`config.mk`:
```
export PLATFORM = sky130hd
export DESIGN_NAME = csv_field_splitter
export DESIGN_NICKNAME = d
export VERILOG_FILES = /design/src/csvfs_pkg.sv /design/src/csvfs_csr.sv /design/src/csvfs_parse.sv /design/src/csv_field_splitter.sv
export SDC_FILE = /design/constraint.sdc
export NUM_CORES = 1
export LEC_CHECK = 0
export BUFFER_PORTS_ARGS = -buffer_cell sky130_fd_sc_hd__buf_2
export CAP_MARGIN = 20
export CORE_ASPECT_RATIO = 1.4
export CORE_MARGIN = 2
export CORE_UTILIZATION = 54
export CTS_CLUSTER_SIZE = 12
export DETAILED_ROUTE_END_ITERATION = 6
export PLACE_DENSITY = 0.79
export SKIP_LAST_GASP = 1
export SYNTH_ARGS = -nofsm -noshare
export SYNTH_HDL_FRONTEND = slang
export SYNTH_SLANG_ARGS = --single-unit
```
`constraint.sdc`:
```
create_clock -name clock -period 4.6 [get_ports clock]
set_clock_uncertainty 0.1 [all_clocks]
set_input_delay 0.23 -clock clock [delete_from_list [all_inputs] [get_ports clock]]
set_output_delay 0.23 -clock clock [all_outputs]
set_load 0.05 [all_outputs]
```
`src/csvfs_pkg.sv`:
```
`timescale 1ns / 1ps

package csvfs_pkg;

   localparam int CSR_ADDR_W = 5;
   localparam int CSR_DATA_W = 32;

   localparam logic [7:0] CH_NUL   = 8'd0;
   localparam logic [7:0] CH_LF    = 8'd10;
   localparam logic [7:0] CH_CR    = 8'd13;
   localparam logic [7:0] CH_QUOTE = 8'd34;

   localparam logic [7:0] SEP_A_RESET      = 8'd44;
   localparam logic [7:0] SEP_OTHER_RESET  = 8'd0;
   localparam logic [7:0] MAX_FIELDS_RESET = 8'd16;
   localparam logic [7:0] FIELD_INDEX_MAX  = 8'd255;

   // register index, taken from paddr[4:2]
   typedef enum logic [2:0] {
      REG_SEP_A      = 3'd0,
      REG_SEP_B      = 3'd1,
      REG_SEP_C      = 3'd2,
      REG_SEP_D      = 3'd3,
      REG_MAX_FIELDS = 3'd4
   } csvfs_reg_type;

   typedef struct packed {
      logic [7:0] sep_a;
      logic [7:0] sep_b;
      logic [7:0] sep_c;
      logic [7:0] sep_d;
      logic [7:0] max_fields;
   } csvfs_cfg_type;

   typedef struct packed {
      logic       at_field_start;
      logic       quote_led_field;
      logic       inside_quotes;
      logic       pending_quote;
      logic       skip_to_newline;
      logic       line_open;
      logic [7:0] field_index;
   } csvfs_state_type;

   typedef struct packed {
      logic [7:0] out_byte;
      logic       byte_valid;
      logic       field_end;
      logic       line_end;
      logic [7:0] field_number;
   } csvfs_result_type;

   localparam csvfs_state_type STATE_FRESH = '{
      at_field_start:  1'b1,
      quote_led_field: 1'b0,
      inside_quotes:   1'b0,
      pending_quote:   1'b0,
      skip_to_newline: 1'b0,
      line_open:       1'b0,
      field_index:     8'd0
   };

endpackage

```
`src/csvfs_csr.sv`:
```
`timescale 1ns / 1ps

module csvfs_csr (
   input  logic                              clock,
   input  logic                              reset,
   input  logic                              csr_psel,
   input  logic                              csr_penable,
   input  logic                              csr_pwrite,
   input  logic [csvfs_pkg::CSR_ADDR_W-1:0]  csr_paddr,
   input  logic [csvfs_pkg::CSR_DATA_W-1:0]  csr_pwdata,
   output logic [csvfs_pkg::CSR_DATA_W-1:0]  csr_prdata,
   output csvfs_pkg::csvfs_cfg_type          cfg
);

   csvfs_pkg::csvfs_cfg_type cfg_ff, cfg_in;
   csvfs_pkg::csvfs_reg_type reg_sel;
   logic                     wr_en;
   logic [7:0]               rd_val;

   assign reg_sel = csvfs_pkg::csvfs_reg_type'(csr_paddr[4:2]);
   assign wr_en   = csr_psel & csr_penable & csr_pwrite;

   always_comb begin
      cfg_in = cfg_ff;
      if (wr_en) begin
         unique case (reg_sel)
            csvfs_pkg::REG_SEP_A:      cfg_in.sep_a      = csr_pwdata[7:0];
            csvfs_pkg::REG_SEP_B:      cfg_in.sep_b      = csr_pwdata[7:0];
            csvfs_pkg::REG_SEP_C:      cfg_in.sep_c      = csr_pwdata[7:0];
            csvfs_pkg::REG_SEP_D:      cfg_in.sep_d      = csr_pwdata[7:0];
            csvfs_pkg::REG_MAX_FIELDS: cfg_in.max_fields = csr_pwdata[7:0];
            default:                   cfg_in = cfg_ff;
         endcase
      end
   end

   always_comb begin
      unique case (reg_sel)
         csvfs_pkg::REG_SEP_A:      rd_val = cfg_ff.sep_a;
         csvfs_pkg::REG_SEP_B:      rd_val = cfg_ff.sep_b;
         csvfs_pkg::REG_SEP_C:      rd_val = cfg_ff.sep_c;
         csvfs_pkg::REG_SEP_D:      rd_val = cfg_ff.sep_d;
         csvfs_pkg::REG_MAX_FIELDS: rd_val = cfg_ff.max_fields;
         default:                   rd_val = 8'd0;
      endcase
   end

   assign csr_prdata = {{(csvfs_pkg::CSR_DATA_W-8){1'b0}}, rd_val};
   assign cfg        = cfg_ff;

   always_ff @(posedge clock) begin
      if (reset) begin
         cfg_ff.sep_a      <= csvfs_pkg::SEP_A_RESET;
         cfg_ff.sep_b      <= csvfs_pkg::SEP_OTHER_RESET;
         cfg_ff.sep_c      <= csvfs_pkg::SEP_OTHER_RESET;
         cfg_ff.sep_d      <= csvfs_pkg::SEP_OTHER_RESET;
         cfg_ff.max_fields <= csvfs_pkg::MAX_FIELDS_RESET;
      end else begin
         cfg_ff <= cfg_in;
      end
   end

endmodule

```
`src/csvfs_parse.sv`:
```
`timescale 1ns / 1ps

module csvfs_parse (
   input  csvfs_pkg::csvfs_cfg_type    cfg,
   input  csvfs_pkg::csvfs_state_type  st,
   input  logic                        op,
   input  logic [7:0]                  in_byte,
   output csvfs_pkg::csvfs_state_type  st_next,
   output logic                        emit,
   output csvfs_pkg::csvfs_result_type res
);

   logic kept;
   logic is_sep;
   logic is_quote;
   logic inq;
   logic quote_pair;

   assign kept     = st.field_index < cfg.max_fields;
   assign is_quote = in_byte == csvfs_pkg::CH_QUOTE;
   assign is_sep   = (in_byte != csvfs_pkg::CH_NUL) &&
                     ((in_byte == cfg.sep_a) || (in_byte == cfg.sep_b) ||
                      (in_byte == cfg.sep_c) || (in_byte == cfg.sep_d));

   always_comb begin
      st_next          = st;
      emit             = 1'b0;
      res.out_byte     = 8'd0;
      res.byte_valid   = 1'b0;
      res.field_end    = 1'b0;
      res.line_end     = 1'b0;
      res.field_number = st.field_index;
      inq              = st.inside_quotes;
      quote_pair       = 1'b0;

      if (op) begin
         // end of stream closes an open line
         if (st.line_open) begin
            emit          = 1'b1;
            res.field_end = kept;
            res.line_end  = 1'b1;
         end
         st_next = csvfs_pkg::STATE_FRESH;
      end else if (in_byte == csvfs_pkg::CH_LF) begin
         emit          = 1'b1;
         res.field_end = kept;
         res.line_end  = 1'b1;
         st_next       = csvfs_pkg::STATE_FRESH;
      end else begin
         st_next.line_open = 1'b1;
         if (st.skip_to_newline) begin
            // ignore up to lf
         end else if ((in_byte == csvfs_pkg::CH_CR) || (in_byte == csvfs_pkg::CH_NUL)) begin
            st_next.skip_to_newline = 1'b1;
            st_next.pending_quote   = 1'b0;
         end else begin
            // resolve a quote seen on the previous byte
            if (st.pending_quote) begin
               st_next.pending_quote = 1'b0;
               if (is_quote) begin
                  quote_pair     = 1'b1;
                  emit           = kept;
                  res.out_byte   = csvfs_pkg::CH_QUOTE;
                  res.byte_valid = 1'b1;
               end else begin
                  inq                   = ~st.inside_quotes;
                  st_next.inside_quotes = inq;
               end
            end
            if (!quote_pair) begin
               st_next.at_field_start = 1'b0;
               if (st.at_field_start && is_quote) begin
                  st_next.quote_led_field = 1'b1;
                  st_next.pending_quote   = 1'b1;
               end else if (st.quote_led_field && is_quote) begin
                  st_next.pending_quote = 1'b1;
               end else if (is_sep && !(st.quote_led_field && inq)) begin
                  emit          = kept;
                  res.field_end = 1'b1;
                  if (st.field_index != csvfs_pkg::FIELD_INDEX_MAX) begin
                     st_next.field_index = st.field_index + 8'd1;
                  end
                  st_next.at_field_start  = 1'b1;
                  st_next.quote_led_field = 1'b0;
                  st_next.inside_quotes   = 1'b0;
               end else if (is_quote) begin
                  st_next.pending_quote = 1'b1;
               end else begin
                  emit           = kept;
                  res.out_byte   = in_byte;
                  res.byte_valid = 1'b1;
               end
            end
         end
      end
   end

endmodule

```
`src/csv_field_splitter.sv`:
```
`timescale 1ns / 1ps
// csv field splitter: splits a text stream into fields, one byte per beat
// req channel: req_tdata is the text byte, req_tuser is the op flag
//   (0 = text byte, 1 = end of stream, which closes any open line)
// rsp channel: one beat per byte, field end or line end that yields a result;
//   rsp_tdata carries the unescaped byte and the field number, rsp_tuser
//   byte_valid and field_end, rsp_tlast marks the end of a line
// csr port: separators sep_a..sep_d at 0x0..0xc, max_fields at 0x10;
//   write only while the block is idle
// path: a taken req beat waits in the input register, and its result beat is
//   presented on rsp from the result register
// throughput: one req beat per cycle while rsp is not stalled, set by the
//   combinational parse step between the input register and the result register
// stall: the result register holds while rsp_tready is low; the input
//   register still fills, and req_tready drops only when both are full
// reset: synchronous; clears both valids, the line state and the registers
//   to their defaults (comma separator, 16 fields kept)

module csv_field_splitter (
   input  logic                             clock,
   input  logic                             reset,
   // input stream
   input  logic                             req_tvalid,
   output logic                             req_tready,
   input  logic [7:0]                       req_tdata,   // [7:0] in_byte
   input  logic                             req_tuser,   // [0] op
   // result stream
   output logic                             rsp_tvalid,
   input  logic                             rsp_tready,
   output logic [15:0]                      rsp_tdata,   // [7:0] out_byte, [15:8] field_number
   output logic [1:0]                       rsp_tuser,   // [0] byte_valid, [1] field_end
   output logic                             rsp_tlast,   // line_end
   // configuration
   input  logic                             csr_psel,
   input  logic                             csr_penable,
   input  logic                             csr_pwrite,
   input  logic [csvfs_pkg::CSR_ADDR_W-1:0] csr_paddr,
   input  logic [csvfs_pkg::CSR_DATA_W-1:0] csr_pwdata,
   output logic [csvfs_pkg::CSR_DATA_W-1:0] csr_prdata,
   output logic                             csr_pready
);

   csvfs_pkg::csvfs_cfg_type    cfg;
   csvfs_pkg::csvfs_state_type  state_ff, state_in;
   csvfs_pkg::csvfs_result_type res_calc;
   csvfs_pkg::csvfs_result_type res_ff;
   logic                        emit;

   // input register
   logic       in_valid_ff;
   logic       in_op_ff;
   logic [7:0] in_byte_ff;

   logic       out_valid_ff, out_valid_in;
   logic       advance;
   logic       take_req;

   assign csr_pready = 1'b1;

   csvfs_csr u_csr (
      .clock       (clock),
      .reset       (reset),
      .csr_psel    (csr_psel),
      .csr_penable (csr_penable),
      .csr_pwrite  (csr_pwrite),
      .csr_paddr   (csr_paddr),
      .csr_pwdata  (csr_pwdata),
      .csr_prdata  (csr_prdata),
      .cfg         (cfg)
   );

   csvfs_parse u_parse (
      .cfg     (cfg),
      .st      (state_ff),
      .op      (in_op_ff),
      .in_byte (in_byte_ff),
      .st_next (state_in),
      .emit    (emit),
      .res     (res_calc)
   );

   // the held beat moves on whenever the result register is free or draining
   assign advance    = in_valid_ff & (~out_valid_ff | rsp_tready);
   assign req_tready = ~in_valid_ff | advance;
   assign take_req   = req_tvalid & req_tready;

   always_comb begin
      out_valid_in = out_valid_ff;
      if (advance) begin
         out_valid_in = emit;
      end else if (rsp_tready) begin
         out_valid_in = 1'b0;
      end
   end

   always_ff @(posedge clock) begin
      if (reset) begin
         in_valid_ff  <= 1'b0;
         out_valid_ff <= 1'b0;
         state_ff     <= csvfs_pkg::STATE_FRESH;
      end else begin
         out_valid_ff <= out_valid_in;
         if (take_req) begin
            in_valid_ff <= 1'b1;
         end else if (advance) begin
            in_valid_ff <= 1'b0;
         end
         if (advance) begin
            state_ff <= state_in;
         end
      end
   end

   // payload registers, no reset needed
   always_ff @(posedge clock) begin
      if (take_req) begin
         in_op_ff   <= req_tuser;
         in_byte_ff <= req_tdata;
      end
      if (advance & emit) begin
         res_ff <= res_calc;
      end
   end

   assign rsp_tvalid = out_valid_ff;
   assign rsp_tdata  = {res_ff.field_number, res_ff.out_byte};
   assign rsp_tuser  = {res_ff.field_end, res_ff.byte_valid};
   assign rsp_tlast  = res_ff.line_end;

endmodule

```
==> results.py <==
metrics = {
    "power_and_ir_drop": {
        "leakage_nw": 2.025,
        "vdd_ir_drop_max_mv": 0.2923,
        "p_per_area_nw_per_um2": 357.4,
    },
    "setup_path": {
        "cp.arrival_ns": 3.41,
        "rrSetupSlack_ns": 1.13,
        "cp-end-kind": "flip-flop",
        "cp_slowest_cell": "edfxtp_1",
        "path_max_fanout": 10,
        "r2r_start": "in_byte_ff[4]",
        "rr_endpoint": "rsp_tdata[13]",
        "critPathBufInv": 1,
        "cp-start-kind": "flip-flop",
        "worstPathRequired_ns": 4.54,
        "critPathMaxStageDelay_ns": 0.59,
        "reg2regPathDepth": 8,
        "crit_chain": "xor2_1 -> nor4_1 -> nand2_1 -> nand4_1 -> a311oi_1 -> or4_1 -> o21ai_1 -> buf_4",
        "path_class": "flip-flop to flip-flop",
        "cpLargestDelayFamily": "simple AND/OR/NAND/NOR gates",
    },
    "hold_path": {
        "hold_path.class": "primary input to flip-flop",
        "holdCritStartpoint": "req_tvalid",
        "worstHoldPathCells": 3,
        "hold_end": "in_valid_ff",
    },
    "final_layout": {
        "seq_area_sq_um": 1962,
        "drive_gt1_share_pct": 15.31,
        "nets": 572,
        "syn_to_final_growth_pct": 14.34,
        "antenna_cells": 0,
        "multiInputGateArea_sq_um": 2165,
        "fillers": 692,
    },
    "global_routing": {
        "grt_max_degree": 52,
        "track_usage_pct": 22.63,
        "gr-total-overflow": 0,
        "grt_pass1_wl_microns": 15680,
        "grt_pass1_vias": 3374,
        "antenna_found_initial": 0,
    },
    "placed_design": {
        "routabilityCongestion": 0.8884,
        "dpl.hpwl_microns": 6978,
        "io_buffers": 55,
    },
    "sta": {
        "finalSetupViolCount": 0,
        "max_freq_ghz": 0.2882,
        "worst_pin_slew_ns": 0.9241,
        "finalCriticalPeriod_ns": 3.469,
        "holdWs_ns": 0.006499,
        "drv_slew": 0,
        "finalHoldViolations": 0,
        "tns_ns": 0,
        "timing.final.crit_share_pct": 75.42,
        "relSlewSlack_pct": 38.39,
        "rsz0062_at_grt": "false",
    },
    "synth": {
        "syn_inst": 459,
        "synth_seq_cells": 84,
        "synth_area_sq_um": 4407,
        "synth.distinct_cells": 52,
        "synthArstFlopShare_pct": 0,
        "synth_warnings": 0,
        "synth_edf_count": 28,
        "seq_area_frac_synth_pct": 44.52,
        "synthFlopType": "dfxtp_1",
        "syn_area_per_cell_sq_um": 9.601,
    },
    "detailed_routing": {
        "remaining_drc_errors": 0,
        "post_drt_wl_per_cell_microns": 15.36,
        "drtIter0Drc": 188,
        "vias": 3425,
        "ant_nets": 0,
        "routed_via_density": 5.542,
        "wirelength_microns": 9491,
        "firstDrtPassIters": 4,
    },
    "floorplan": {
        "ios": 107,
        "coreArea_sq_um": 8051,
        "rows": 39,
        "die-area_sq_um": 8909,
        "die_w_microns": 80.35,
        "start_util_pct": 54.73,
        "die_h_microns": 110.9,
    },
    "outcome": {
        "run_status": "finished, final reports clean",
    },
    "cts": {
        "ctsResizeCount": 0,
        "cts_root_buffer": "clkbuf_16",
        "cts_made_buffers": 9,
        "cts_sinks": 84,
        "cts_tree": "done",
        "clockBufferDepth": 2,
        "clock_latency_ns": 0.34,
        "htreeDepth": 3,
        "clkTransAtPathRegs_ns": 0.06,
    },
    "job": {
        "maxCapViolations": 0,
    },
}
-- tightest hold or removal path: stages --
cell and delay [ns]:
buf_2 0.08, a21oi_1 0.03, nor2_1 0.06
-- cells in the mapped netlist (5+ instances only) --
master / number / area (sq um)
nand2_1: 18 / 67.56
and2_1: 10 / 62.56
a31oi_1: 5 / 31.28
nor2_1: 62 / 232.7
inv_1: 16 / 60.06
nand3_1: 7 / 35.03
dfxtp_1: 56 / 1121
o22ai_1: 9 / 56.30
a22oi_1: 7 / 52.55
clkbuf_1: 14 / 52.55
nor4_1: 9 / 56.30
ha_1: 8 / 100.1
mux2i_1: 45 / 450.4
o21ai_0: 11 / 55.05
buf_4: 26 / 195.2
xor2_1: 32 / 280.3
a21oi_1: 18 / 90.09
nor2b_1: 9 / 56.30
edfxtp_1: 28 / 840.8
a211o_1: 5 / 43.79
buf_2: 5 / 25.02
-- placed cells by master (no fill, tap or decap), types with 10 or more instances in the layout --
master / n
a21oi_1: 18
and2_1: 10
buf_2: 55
conb_1: 25
dfxtp_1: 56
edfxtp_1: 28
inv_1: 16
mux2i_1: 45
nand2_1: 18
nor2_1: 62
o21ai_0: 10
xor2_1: 32
-- per-stage QoR --
stage                     power [mW]  utilization (%)  setup slack (ns)  instance area (sq um)  std cells
after floorplan               0.9803                -             1.374                   4493        482
after global placement         1.000            57.33             1.307                   4616        593
after detailed placement       1.005            57.33             1.217                   4616        593
after CTS                      1.808            62.58             1.148                   5039        618
after global routing           1.860            62.58            0.9718                   5039        618
final                          1.801            62.58             1.131                   5039        618
-- repair_timing --
item | 4_1_cts | 5_1_grt
endpoints found under the hold margin | 9 | 0
setup buffers | 0 | 0
hold buffers | 9 | 0
-- state kept, by name, summed over array words and instances (netlist names), 2 cells and up --
signal / cells
u_csr.cfg: 40
rsp_tuser: 2
rsp_tdata: 16
state_ff: 14
in_byte_ff: 8
-- per-layer routing --
metal  GRT usage [%]  up-vias  share of wire [%]
met2           39.61       90                 53
met4           13.56        0                4.0
met5               0        -                  0
met1           25.33     1646                 39
met3           3.094       29                3.1
li1                -     1660                  -
-- cells by family (layout without fill, tap and decap cells) --
kind of cell    after synthesis  after routing  share of synthesized area, %
fa+ha+maj                     8              8                         2.272
compound gates               71             71                         10.39
xor+xnor                     34             34                         6.758
buf+inv                      66            100                         8.319
mux                          46             46                         10.48
other cells                   2             25                        0.1704
simple gates                148            148                         17.09
flops                        84             84                         44.52
-- worst max-delay path by stage --
stage	start	end	slack, ns	depth (start not counted)
after floorplan	in_byte_ff[4]	rsp_tdata[0]	1.37	6
after global placement	in_byte_ff[4]	rsp_tdata[12]	1.31	8
after detailed placement	in_byte_ff[3]	rsp_tdata[13]	1.22	8
after CTS	in_byte_ff[3]	rsp_tuser[1]	1.15	8
after global routing	in_byte_ff[3]	rsp_tuser[1]	0.97	8
final	in_byte_ff[4]	rsp_tdata[13]	1.13	8
-- where the power goes --
| part | total (mW) | internal, mW | switching [mW] |
|---|---|---|---|
| sequential | 0.807 | 0.786 | 0.0209 |
| clock | 0.804 | 0.528 | 0.276 |
| combinational | 0.190 | 0.0477 | 0.142 |
| total | 1.80 | 1.36 | 0.439 |
-- final cells by class --
class / instances / share of cell area [%]
Tap cell: 102 / 2.533
Sequential cell: 84 / 38.94
Multi-Input combinational cell: 332 / 42.96
Clock buffer: 11 / 4.619
Timing Repair Buffer: 67 / 7.698
Inverter: 17 / 1.266
Clock inverter: 5 / 1.987
Power figures use the tool's default switching activity.
